File: config.mk
export PLATFORM = sky130hd
export DESIGN_NAME = circular_deque
export DESIGN_NICKNAME = d
export VERILOG_FILES = /design/src/rtl/cdq_pkg.sv /design/src/rtl/circular_deque.sv /design/src/rtl/cdq_ram.sv /design/src/rtl/cdq_ctrl.sv /design/src/rtl/cdq_datapath.sv
export SDC_FILE = /design/constraint.sdc
export NUM_CORES = 1
export LEC_CHECK = 0
export BUFFER_PORTS_ARGS = -buffer_cell sky130_fd_sc_hd__buf_2
export CORE_ASPECT_RATIO = 1.75
export CORE_MARGIN = 2
export CORE_UTILIZATION = 45
export CTS_CLUSTER_SIZE = 12
export DETAILED_ROUTE_END_ITERATION = 12
export PLACE_DENSITY = 0.63
export SLEW_MARGIN = 20
export SYNTH_ARGS = -nofsm -noshare
export SYNTH_HDL_FRONTEND = slang
export SYNTH_SLANG_ARGS = --single-unit
File: constraint.sdc
create_clock -name clk -period 4.55 [get_ports clk]
set_clock_uncertainty 0.1 [all_clocks]
set_input_delay 0.455 -clock clk [delete_from_list [all_inputs] [get_ports clk]]
set_output_delay 0.455 -clock clk [all_outputs]
set_load 0.01 [all_outputs]
File: src/rtl/cdq_pkg.sv
`timescale 1ns / 1ps
`default_nettype none
// ----------------------------------------------------------------------------
// cdq_pkg: shared types and constants of the circular deque
// Operation and status codes, controller states and the command bundle
// that the controller sends to the datapath.
// ----------------------------------------------------------------------------
package cdq_pkg;

    // Widths fixed by the request and result formats
    localparam int OP_W     = 2;
    localparam int VALUE_W  = 32;
    localparam int STATUS_W = 2;
    localparam int POP_W    = 32;
    localparam int OCC_W    = 5;
    localparam int IN_TDATA_W  = 40;
    localparam int OUT_TDATA_W = 40;

    typedef enum logic [OP_W-1:0] {
        OP_PUSH_REAR  = 2'd0,
        OP_PUSH_FRONT = 2'd1,
        OP_POP_FRONT  = 2'd2,
        OP_POP_REAR   = 2'd3
    } cdq_op_t;

    typedef enum logic [STATUS_W-1:0] {
        ST_OK        = 2'd0,
        ST_OVERFLOW  = 2'd1,
        ST_UNDERFLOW = 2'd2
    } cdq_status_t;

    typedef enum logic {
        S_IDLE = 1'b0,
        S_EXEC = 1'b1
    } cdq_state_t;

    typedef struct packed {
        logic accept;   // latch request, launch store read
        logic commit;   // update indices, write store, load result
    } cdq_cmd_t;

endpackage : cdq_pkg
`default_nettype wire

File: src/rtl/circular_deque.sv
`timescale 1ns / 1ps
`default_nettype none
// Timing: the store read launches at the accepting edge; the execute state
//   then waits until the result register is free, and its commit edge
//   updates the indices and loads the result register.
// Flow: a new request waits until the last one has committed, since
//   the registered read of the single-read-port store precedes the index update.
// Reset: rst_n clears indices, held count and handshake state at once; the
//   store itself is not cleared and needs no clearing pass.
// ----------------------------------------------------------------------------
// circular_deque: double-ended queue over a circular word store
// Push or pop at either end; each request returns status, popped word and
// occupancy. A push to a full store and a pop from an empty one change nothing.
// ----------------------------------------------------------------------------
module circular_deque
    import cdq_pkg::*;
#(
    parameter int DEPTH      = 16,
    parameter int DATA_WIDTH = 32
) (
    input  wire                     clk,
    input  wire                     rst_n,
    // Request channel
    input  wire                     s_tvalid,
    output logic                    s_tready,
    input  wire  [IN_TDATA_W-1:0]   s_tdata,   // op[1:0], value[33:2], zero[39:34]
    // Result channel
    output logic                    m_tvalid,
    input  wire                     m_tready,
    output logic [OUT_TDATA_W-1:0]  m_tdata    // status[1:0], popped[33:2],
                                               // occupancy[38:34], zero[39]
);

    cdq_cmd_t            cmd;
    logic [STATUS_W-1:0] res_status;
    logic [POP_W-1:0]    res_popped;
    logic [OCC_W-1:0]    res_occupancy;

    // Controller: takes a request in idle, holds it in execute until the
    // result register can accept the outcome, then returns to idle. The
    // result register decouples the two sides, so a waiting result does not
    // block the next request.
    cdq_ctrl u_ctrl (
        .clk       (clk),
        .rst_n     (rst_n),
        .in_valid  (s_tvalid),
        .in_ready  (s_tready),
        .out_valid (m_tvalid),
        .out_ready (m_tready),
        .cmd       (cmd)
    );

    // Datapath: indices, count, store and result payload
    cdq_datapath #(
        .DEPTH      (DEPTH),
        .DATA_WIDTH (DATA_WIDTH)
    ) u_dp (
        .clk           (clk),
        .rst_n         (rst_n),
        .cmd           (cmd),
        .in_op         (s_tdata[OP_W-1:0]),
        .in_value      (s_tdata[OP_W +: VALUE_W]),
        .out_status    (res_status),
        .out_popped    (res_popped),
        .out_occupancy (res_occupancy)
    );

    // Pack the result, low field first, pad to whole bytes
    assign m_tdata = {
        {(OUT_TDATA_W - STATUS_W - POP_W - OCC_W){1'b0}},
        res_occupancy,
        res_popped,
        res_status
    };

endmodule : circular_deque
`default_nettype wire

File: src/rtl/cdq_ram.sv
`timescale 1ns / 1ps
`default_nettype none
// ----------------------------------------------------------------------------
// cdq_ram: generic simple dual-port RAM
// One write port and one read port with registered read data.
// ----------------------------------------------------------------------------
module cdq_ram #(
    parameter int WIDTH = 32,
    parameter int DEPTH = 16
) (
    input  wire                      clk,
    input  wire                      we,
    input  wire  [$clog2(DEPTH)-1:0] waddr,
    input  wire  [WIDTH-1:0]         wdata,
    input  wire                      re,
    input  wire  [$clog2(DEPTH)-1:0] raddr,
    output logic [WIDTH-1:0]         rdata
);

    logic [WIDTH-1:0] mem [DEPTH];

    always_ff @(posedge clk)
    begin
        if (we)
        begin
            mem[waddr] <= wdata;
        end
        if (re)
        begin
            rdata <= mem[raddr];
        end
    end

endmodule : cdq_ram
`default_nettype wire

File: src/rtl/cdq_ctrl.sv
`timescale 1ns / 1ps
`default_nettype none
// ----------------------------------------------------------------------------
// cdq_ctrl: deque controller
// Two-state sequencer plus the result valid flag; issues accept and commit.
// ----------------------------------------------------------------------------
module cdq_ctrl
    import cdq_pkg::*;
(
    input  wire       clk,
    input  wire       rst_n,
    input  wire       in_valid,
    output logic      in_ready,
    output logic      out_valid,
    input  wire       out_ready,
    output cdq_cmd_t  cmd
);

    cdq_state_t state_reg, state_next;
    logic       out_valid_reg, out_valid_next;
    logic       out_free;

    // Result slot can take a new result when empty or draining this cycle
    assign out_free = !out_valid_reg || out_ready;

    always_comb
    begin
        state_next = state_reg;
        unique case (state_reg)
            S_IDLE:
            begin
                if (in_valid)
                begin
                    state_next = S_EXEC;
                end
            end
            S_EXEC:
            begin
                if (out_free)
                begin
                    state_next = S_IDLE;
                end
            end
            default: state_next = S_IDLE;
        endcase
    end

    always_comb
    begin
        in_ready   = 1'b0;
        cmd.accept = 1'b0;
        cmd.commit = 1'b0;
        unique case (state_reg)
            S_IDLE:
            begin
                in_ready   = 1'b1;
                cmd.accept = in_valid;
            end
            S_EXEC:
            begin
                cmd.commit = out_free;
            end
            default:
            begin
                in_ready = 1'b0;
            end
        endcase
    end

    always_comb
    begin
        out_valid_next = out_valid_reg;
        if (cmd.commit)
        begin
            out_valid_next = 1'b1;
        end
        else if (out_ready)
        begin
            out_valid_next = 1'b0;
        end
    end

    assign out_valid = out_valid_reg;

    always_ff @(posedge clk or negedge rst_n)
    begin
        if (!rst_n)
        begin
            state_reg     <= S_IDLE;
            out_valid_reg <= 1'b0;
        end
        else
        begin
            state_reg     <= state_next;
            out_valid_reg <= out_valid_next;
        end
    end

endmodule : cdq_ctrl
`default_nettype wire

File: src/rtl/cdq_datapath.sv
`timescale 1ns / 1ps
`default_nettype none
// ----------------------------------------------------------------------------
// cdq_datapath: deque datapath
// Head/tail indices, held count, word store and the result register.
// ----------------------------------------------------------------------------
module cdq_datapath
    import cdq_pkg::*;
#(
    parameter int DEPTH      = 16,
    parameter int DATA_WIDTH = 32
) (
    input  wire                 clk,
    input  wire                 rst_n,
    input  wire cdq_cmd_t       cmd,
    input  wire  [OP_W-1:0]     in_op,
    input  wire  [VALUE_W-1:0]  in_value,
    output logic [STATUS_W-1:0] out_status,
    output logic [POP_W-1:0]    out_popped,
    output logic [OCC_W-1:0]    out_occupancy
);

    localparam int AW = $clog2(DEPTH);
    localparam int CW = $clog2(DEPTH + 1);

    logic [AW-1:0]         head_reg, head_next, tail_reg, tail_next;
    logic [CW-1:0]         count_reg, count_next;
    cdq_op_t               op_reg;
    logic [DATA_WIDTH-1:0] value_reg;
    logic [AW-1:0]         head_inc, head_dec, tail_inc, tail_dec;
    logic                  full, empty;
    logic                  ram_we;
    logic [AW-1:0]         ram_waddr, ram_raddr;
    logic [DATA_WIDTH-1:0] ram_rdata;
    cdq_status_t           status;
    logic [POP_W-1:0]      popped;

    // Read launches with the request: front word for pop front, else rear
    assign ram_raddr = (cdq_op_t'(in_op) == OP_POP_FRONT) ? head_reg : tail_reg;

    cdq_ram #(
        .WIDTH (DATA_WIDTH),
        .DEPTH (DEPTH)
    ) u_ram (
        .clk   (clk),
        .we    (ram_we),
        .waddr (ram_waddr),
        .wdata (value_reg),
        .re    (cmd.accept),
        .raddr (ram_raddr),
        .rdata (ram_rdata)
    );

    assign full  = (count_reg == CW'(DEPTH));
    assign empty = (count_reg == '0);

    // Wrap-around neighbors of both indices
    assign head_inc = (head_reg == AW'(DEPTH - 1)) ? '0 : head_reg + 1'b1;
    assign head_dec = (head_reg == '0) ? AW'(DEPTH - 1) : head_reg - 1'b1;
    assign tail_inc = (tail_reg == AW'(DEPTH - 1)) ? '0 : tail_reg + 1'b1;
    assign tail_dec = (tail_reg == '0) ? AW'(DEPTH - 1) : tail_reg - 1'b1;

    always_comb
    begin
        head_next  = head_reg;
        tail_next  = tail_reg;
        count_next = count_reg;
        ram_we     = 1'b0;
        ram_waddr  = tail_inc;
        status     = ST_OK;
        popped     = '0;
        unique case (op_reg) inside
            OP_PUSH_REAR, OP_PUSH_FRONT:
            begin
                if (full)
                begin
                    status = ST_OVERFLOW;
                end
                else
                begin
                    ram_we     = cmd.commit;
                    count_next = count_reg + 1'b1;
                    if (empty)
                    begin
                        // First word always lands at index zero
                        head_next = '0;
                        tail_next = '0;
                        ram_waddr = '0;
                    end
                    else if (op_reg == OP_PUSH_REAR)
                    begin
                        tail_next = tail_inc;
                        ram_waddr = tail_inc;
                    end
                    else
                    begin
                        head_next = head_dec;
                        ram_waddr = head_dec;
                    end
                end
            end
            OP_POP_FRONT, OP_POP_REAR:
            begin
                if (empty)
                begin
                    status = ST_UNDERFLOW;
                end
                else
                begin
                    popped     = POP_W'($signed(ram_rdata));
                    count_next = count_reg - 1'b1;
                    if (op_reg == OP_POP_FRONT)
                    begin
                        head_next = head_inc;
                    end
                    else
                    begin
                        tail_next = tail_dec;
                    end
                    // Draining the last word parks both indices at zero
                    if (count_reg == CW'(1))
                    begin
                        head_next = '0;
                        tail_next = '0;
                    end
                end
            end
            default:
            begin
                status = ST_OK;
            end
        endcase
    end

    always_ff @(posedge clk or negedge rst_n)
    begin
        if (!rst_n)
        begin
            head_reg  <= '0;
            tail_reg  <= '0;
            count_reg <= '0;
        end
        else if (cmd.commit)
        begin
            head_reg  <= head_next;
            tail_reg  <= tail_next;
            count_reg <= count_next;
        end
    end

    always_ff @(posedge clk)
    begin
        if (cmd.accept)
        begin
            op_reg    <= cdq_op_t'(in_op);
            value_reg <= DATA_WIDTH'(in_value);
        end
        if (cmd.commit)
        begin
            out_status    <= status;
            out_popped    <= popped;
            out_occupancy <= OCC_W'(count_next);
        end
    end

endmodule : cdq_datapath
`default_nettype wire

======== After elaboration in Yosys (flattened, before gate mapping) ========
Memories as Yosys holds them, arrays and structs flattened. A register that Yosys moved wholly into a read port is not among the register bits.
Index checks and enable logic that the tools add are counted.
cells by class
  $add $sub $neg .......................... 6
  equal/unequal tests ..................... 14
  mux-type cells .......................... 41
  bitwise operators ....................... 2
  reductions and logical operators ........ 13
operators with widths
  operator                                                            count
  4-bit two-way mux                                                   21
  4-bit case mux with 2 select lines                                  2
  1-bit two-way mux                                                   12
  6-bit AND reduction                                                 2
  5-bit two-way mux                                                   2
  5-bit case mux with 2 select lines                                  1
  4-bit by 1-bit adder with 4-bit output, second input constant       2
  4-bit == test, second input constant                                2
  4-bit logical NOT                                                   2
  4-bit by 1-bit subtractor with 4-bit output, second input constant  2
  2-bit == test, second input constant                                3
  3-bit by 1-bit != test with 1-bit output, second input constant     2
  2-bit OR reduction                                                  3
  5-bit by 1-bit adder with 5-bit output, second input constant       1
  5-bit by 1-bit == test with 1-bit output, second input constant     1
  5-bit == test, second input constant                                1
  5-bit logical NOT                                                   1
  5-bit by 1-bit subtractor with 5-bit output, second input constant  1
  2-bit != test, second input constant                                2
  2-bit case mux with 2 select lines                                  1
  2-bit nonzero test                                                  2
  3-bit by 2-bit != test with 1-bit output, second input constant     1
  3-bit != test, second input constant                                1
  2-bit by 1-bit == test with 1-bit output, second input constant     1
  other kinds (6)                                                     7
word-level totals
  register bits ........................... 88
  memory bits (writable) .................. 512
  input port bits ......................... 44
  output and inout bits ................... 42
  memories ................................ 1
memories
  memory          depth  bits a word  rd ports  clocked after Yosys merged registers in  wr ports  RTL line       text
  u_dp.u_ram.mem  16     32           1         1                                        1         cdq_ram.sv:20  logic [WIDTH-1:0] mem [DEPTH];

======== Logic depth before layout (Yosys ltp) ========
Gate-level depths: netlist of the first run.
  word-level depth ........................ 7
  mapped depth ............................ 9
  depth with buffers taken out ............ 7

======== Cells and area by module ========
A second synthesis of the first run with hierarchy kept.
second synthesis, totals
  cells, all modules ...................... 1125
  area, all modules ....................... 24101.9 um2
by module, submodules not included
  module          instances  cells an instance  area an instance (um2)  seq. area each (um2)
  cdq_ram         1          838                20155.6                 16335.7
  cdq_datapath    1          276                3833.7                  2517.4
  cdq_ctrl        1          9                  101.3                   50.0
  circular_deque  1          2                  11.3                    0.0

======== Worst setup path after synthesis of the first run ========
OpenSTA, ideal clock, no wires.
  path type ............................... reg2reg
  from .................................... reg u_ctrl.state_reg
  to ...................................... reg u_dp.op_reg[0], enable pin
  library setup time ...................... 498 ps
  data arrival time ....................... 3358 ps
  setup slack ............................. 595 ps
  stages on the path, launching flop included .. 2
  path buffers ............................ 0
  period minus slack after synthesis ...... 3955 ps
  cell sequence ........................... dfrtp_1 > nor2b_1
on the way
  longest elaborated chain between the ends .. 1
ends and longest elaborated chain
  item                     RTL line             text
  start, declared          cdq_ctrl.sv:19       cdq_state_t state_reg, state_next;
  start signal, assigned   cdq_ctrl.sv:94       state_reg <= state_next;
  1-bit two-way mux        cdq_ctrl.sv:53       unique case (state_reg)
  named net u_dp.u_ram.re  cdq_ram.sv:15        input wire re,
  end signal, assigned     cdq_datapath.sv:155  op_reg <= cdq_op_t'(in_op);
  end, declared            cdq_datapath.sv:28   cdq_op_t op_reg;
The timed path passes the listed nets, and every way through them passes these cells.
A chain may end at the register's enable or synchronous reset.

======== Worst setup path in the final report of the first run ========
  from .................................... reg u_dp.count_reg[0]
  to ...................................... mem u_dp.u_ram.mem[10][24], enable pin
on the way
  longest elaborated chain between the ends .. 5
  elaborated cells between the ends (all ways) .. 9
ends and longest elaborated chain
  item                                     RTL line             text
  start, declared                          cdq_datapath.sv:27   logic [CW-1:0] count_reg, count_next;
  start signal, assigned                   cdq_datapath.sv:147  count_reg <= count_next;
  5-bit == test                            cdq_datapath.sv:54   assign full = (count_reg == CW'(DEPTH));
  1-bit two-way mux                        cdq_datapath.sv:75   if (full)
  1-bit two-way mux                        cdq_datapath.sv:72   unique case (op_reg) inside
  1-bit two-way mux                        cdq_ram.sv:24        if (we)
  1-bit two-way mux (not written as such)  cdq_ram.sv:26        mem[waddr] <= wdata;
  end, declared                            cdq_ram.sv:20
Parallel ways exist; a longest one is shown, timed or not.

==> impl_metrics.toml, run 1 <==
[synth]
synth_area_per_cell_um2 = 16.1
syn-num-nets = 1673
synth_edf_count = 617
ys_seq_area_frac = 0.722
syn_area_um2 = 26200
synthCells = 1621
async_flop_share = 0.0237
synth_seq_cells = 632
ys_warn_count = 0
ys.flop_type = "edfxtp_1"
synth.distinct_cells = 64

[timing]
rsz0062_at_grt = "false"
slew_violations = 0
hold_violations = 0
worst_slack_ns = 0.926
slew_headroom = 0.337
whs_ns = 0.0452
worstMarginPinSlew_ns = 0.993
setup_tns_ns = 0
finalCriticalPeriod_ns = 3.62
fin_crit_sh = 0.796
max_freq_ghz = 0.276
setup_viol = 0

[setup_path]
slowest_delay_ns = 0.59
path_max_fanout = 12
worstReg2RegStart = "u_dp.count_reg[0]"
r2r_slack_ns = 0.93
cp-start-kind = "flip-flop"
r2r-end = "u_dp.u_ram.mem[10][24]"
worstPathArrival_ns = 3.81
critical_path_class = "reg2reg"
end_kind = "flip-flop"
critPathRequiredTime_ns = 4.74
path_cells = "inv_1, ha_1, nor3b_2, nor3_1, nor3b_1, a32oi_1, nor2_4, buf_4"
rr_worst_depth = 8
worst_path_max_delay_cell = "nor2_4"

[layout]
fin_nets = 1786
regArea_um2 = 18900
drive_above_1_share = 0.153
stdcell_area_um2 = 29500
largest_reg_flops = 512
area_growth_pct = 12.9
multiInputGateArea_um2 = 6520
fillerInstances = 4680
largest_register = "u_dp.u_ram.mem"
n_antenna_cell = 0

[die]
die_w_um = 186
io_pins = 86
rows = 117
die_h_um = 323
dieArea_um2 = 60200
start_util = 0.453
core_um2 = 57800

[clocking]
clkTransAtPathRegs_ns = 0.06
tritoncts = "built"
h-tree-depth = 2
cts-buffers-inserted = 60
clockBufferDepth = 3
cts-root-buf = "clkbuf_16"
worst_skew_pair.late_latency_ns = 0.62
clkSinkCount = 632

[placement]
gp_congestion = 0.831
hpwl_mm = 35.0
port_buffers = 78
place_area_um2 = 27600
post-place-ws_ns = 0.945

[flow_run]
max_cap_viol_count = 0

[global_routing]
grt_first_pass_wirelength_mm = 92.3
grt_max_degree = 65
grt_remaining_overflow = 0
grt_antenna_before_repair = 1
grt_use_total = 0.204
grt_pass1_vias = 15065

[routing]
ant_nets = 0
vias_per_cell = 5.82
routed_wirelength_mm = 61.9
drt_iter0_markers = 1243
drt-pass1-iter-count = 5
routed-via-count = 14696
wl_per_cell_um = 24.5
drc = 0

[hold_path]
hold_path.class = "in2reg"
hold_end = "u_dp.op_reg[1]"
hold_path.startpoint = "s_tdata[1]"
hold_depth = 1

[outcome]
status = "finished clean"

[pwr]
p_leak_nw = 10.3
irDropWorstVdd_mv = 0.283
powerDensity_nw_per_um2 = 591
[logic make-up (layout without fill, tap and decap cells)]
group,after synthesis,in the layout,synth area share
DFF,632,632,0.722
muxes,228,228,0.0874
AOI/OAI and AO/OA,332,332,0.108
buffers and inverters,197,330,0.0359
other,1,1,0.000143
adders and majority gates,8,8,0.00382
and+or+nand+nor,214,214,0.0395
xor gates and xnor gates,9,9,0.00301
[through the flow]
step | std cells | power [W] | utilization
6_report | 2527 | 0.0175 | 0.511
3_3_place_gp | 2411 | 0.0130 | 0.477
3_5_place_dp | 2411 | 0.0132 | 0.477
5_1_grt | 2527 | 0.0182 | 0.511
4_1_cts | 2527 | 0.0176 | 0.511
2_1_floorplan | 1621 | 0.0115 | -
[worst max path at each step]
stage | from | to | slack [ns] | cells past startpoint
3_3_place_gp | u_dp.count_reg[0] | u_dp.u_ram.mem[10][30] | 1.04 | 8
2_1_floorplan | u_ctrl.state_reg | u_dp.op_reg[0] | 0.59 | 1
4_1_cts | u_dp.count_reg[0] | u_dp.u_ram.mem[10][24] | 0.92 | 8
3_5_place_dp | u_dp.count_reg[0] | u_dp.u_ram.mem[10][30] | 0.94 | 8
6_report | u_dp.count_reg[0] | u_dp.u_ram.mem[10][24] | 0.93 | 8
5_1_grt | u_dp.count_reg[0] | u_dp.u_ram.mem[10][24] | 0.71 | 8
[Yosys cell counts, drive strengths merged (12+ instances only)]
master	count	area, um^2
a22o	34	298
mux2i	226	2270
a21oi	18	93.8
a2111oi	32	465
o221ai	64	561
nand2	22	82.6
dfrtp	15	375
o21ai	12	60.1
edfxtp	617	18500
a211oi	131	983
buf	68	455
clkbuf	49	184
and3	35	219
nor2	96	360
nor3	36	180
inv	79	297
[timing repair]
| action | in CTS | in global routing |
|---|---|---|
| setup buffers | 0 | 0 |
| resized for setup | 0 | 0 |
| hold buffers | 34 | 0 |
| endpoints found under the hold margin | 48 | 0 |
[metal layers]
metal,GRT usage,part of all wire,vias to the layer above
met1,0.234,0.37,7458
met2,0.383,0.54,449
met4,0.0910,0.039,0
li1,-,-,6643
met5,0,0,-
met3,0.0226,0.051,146
[cell type report]
| class | count | area share |
|---|---|---|
| Inverter | 80 | 0.0102 |
| Tap cell | 773 | 0.0327 |
| Clock buffer | 74 | 0.0526 |
| Clock inverter | 8 | 0.00284 |
| Sequential cell | 632 | 0.640 |
| Multi-Input combinational cell | 792 | 0.221 |
| Timing Repair Buffer | 168 | 0.0411 |
[critical path: cells and delay by family (launching register included)]
kind,cells,cell delay (ns)
AND/OR/NAND/NOR,4,1.63
flip-flops,1,0.49
buffers and inverters,2,0.49
AO/OA/AOI/OAI,1,0.33
adder cells (fa/ha/maj),1,0.25
[where the power goes]
part           internal (W)  switching [W]
Sequential          0.00739       0.000563
Clock               0.00242        0.00201
Combinational       0.00195        0.00312
Total                0.0118        0.00569
[cells in the final DEF, fill, tap and decap left out, types with 4 or more instances in the layout]
cell           netlist  layout
a22o_1              34      34
a2111oi_2           29      29
a21oi_1             17      16
xnor2_1              5       5
ha_1                 8       8
clkbuf_1            49      14
buf_4                3      51
and3_1              35      35
nor3_1              36      36
o21ai_0              5       5
mux2i_1            225     224
a211oi_1           131     131
inv_1               79      79
xor2_1               4       4
edfxtp_1           617     617
clkbuf_16            0      60
o31ai_1              4       4
buf_12               0       5
o22ai_1              5       5
nor2_1              96      80
o221ai_1            64      64
nand2_1             22      22
o21ai_1              7       7
dfrtp_1             15      13
a31oi_4              3       4
dlygate4sd3_1        0      34
nor2_4               0      16
buf_2               46      78
No activity file was read; power rests on OpenSTA's default activity.
==> inputs of run 2 (changes only) <==
- clock period: 4.55 -> 3.6 ns (I/O delays scaled with it)
==> run 2 against run 1 <==
  * Cell count rose by 0.79%
  * Hold slack got worse by 0.010 ns
  * First-iteration DRC count fell by 8.0%
  * Critical path depth did not move
  * Design area rose by 0.90%
  * Setup slack got worse by 0.69 ns
==> impl_metrics.toml, run 2 (same netlist as run 1, synthesis figures left out) <==
[placement]
hpwl_mm = 37.1
gp_congestion = 0.814
post-place-ws_ns = 0.141
port_buffers = 78

[clocking]
clkSinkCount = 632
cts-resized-gates = 0
clockBufferDepth = 3
worst_skew_pair.late_latency_ns = 0.62
cts-root-buf = "clkbuf_16"
cts-buffers-inserted = 59
clkTransAtPathRegs_ns = 0.07
h-tree-depth = 2
tritoncts = "built"

[die]
start_util = 0.453
io_pins = 86
rows = 117
die_w_um = 186
core_um2 = 57800
dieArea_um2 = 60200
die_h_um = 323

[global_routing]
grt_antenna_before_repair = 2
grt_remaining_overflow = 0
grt_max_degree = 63
grt_first_pass_wirelength_mm = 96.1
grt_use_total = 0.214
grt_pass1_vias = 15547

[routing]
drt_iter0_markers = 1143
routed-via-count = 15071
drc = 0
vias_per_cell = 5.92
ant_nets = 0
wl_per_cell_um = 25.6
drt-pass1-iter-count = 5
routed_wirelength_mm = 65.2

[setup_path]
critPathRequiredTime_ns = 3.76
path_max_fanout = 21
cp-start-kind = "flip-flop"
critical_path_class = "reg2reg"
worstPathArrival_ns = 3.52
end_kind = "flip-flop"

[pwr]
irDropWorstVdd_mv = 0.432
p_leak_nw = 10.4
powerDensity_nw_per_um2 = 744

[layout]
fin_nets = 1809
n_antenna_cell = 0
area_growth_pct = 13.9
largest_reg_flops = 512
drive_above_1_share = 0.162
layout_common_cells = "edfxtp_1, mux2i_1, a211oi_1, nor2_1, inv_1"
layout.cells.most_common = "edfxtp_1"
largest_register = "u_dp.u_ram.mem"

[outcome]
status = "finished clean"

[timing]
max_freq_ghz = 0.297
worst_slack_ns = 0.236
finalCriticalPeriod_ns = 3.36
setup_viol = 0
worstMarginPinSlew_ns = 1.06
fin_crit_sh = 0.935
slew_violations = 0
slew_headroom = 0.292
hold_violations = 0
whs_ns = 0.0352
rsz0062_at_grt = "false"

[flow_run]
max_cap_viol_count = 0

[hold_path]
hold_path.class = "in2reg"
[run 2: cell type report]
type,instances,area (um^2)
Fill cell,4703,28000
Sequential cell,632,18900
Multi-Input combinational cell,792,6520
Timing Repair Buffer,192,1520
Clock buffer,70,1520
Tap cell,773,967
Inverter,80,300
Clock inverter,8,76.3
[run 2: worst paths after layout]
path                                   startpoint                endpoint  slack (ns)  depth (start not counted)
worst max-delay path            u_dp.count_reg[0]  u_dp.u_ram.mem[13][16]        0.24                          8
worst min-delay path                     m_tready        u_ctrl.out_valid        0.04                          3
worst max register to register  u_dp.count_reg[0]  u_dp.u_ram.mem[13][16]        0.24                          8
worst min register to register   u_dp.head_reg[0]        u_dp.head_reg[0]        0.42                          2
max in group asynchronous                   rst_n        u_dp.tail_reg[0]        2.97                          2
min in group asynchronous                   rst_n        u_ctrl.out_valid        0.11                          2
[run 2: metal layers]
layer	wire, um	global-route usage
met5	0	0
met4	2190	0.0821
met3	3300	0.0209
met2	34800	0.398
met1	24900	0.255
[run 2: critical path, stage by stage, from the launching register on]
cell,delay (ns)
dfrtp_1,0.49
inv_1,0.15
ha_1,0.25
nor3b_2,0.17
nor3_1,0.46
nor3b_1,0.40
a32oi_1,0.35
nor2_4,0.23
buf_4,0.39
[run 2: timing repair]
item                       CTS  global route
hold endpoints to repair    50             0
setup buffers                0             3
setup endpoints to repair    0            50
hold buffers                36             0
[run 2: power breakdown]
group          leakage (nW)  switching, W  internal, W
combinational          3.87       0.00418      0.00256
sequential             5.78      0.000603      0.00934
clock                 0.775       0.00257      0.00294
total                  10.4       0.00735       0.0148
[run 2: metrics by stage]
stage | total power (W) | TNS (ns) | util | area, um^2 | cells
floorplan | 0.0145 | -36.92 | - | 26200 | 1621
global placement | 0.0167 | 0 | 0.481 | 27800 | 2430
detailed placement | 0.0168 | 0 | 0.481 | 27800 | 2430
CTS | 0.0223 | 0 | 0.515 | 29800 | 2544
global route | 0.0231 | 0 | 0.516 | 29800 | 2547
finish | 0.0222 | 0 | 0.516 | 29800 | 2547
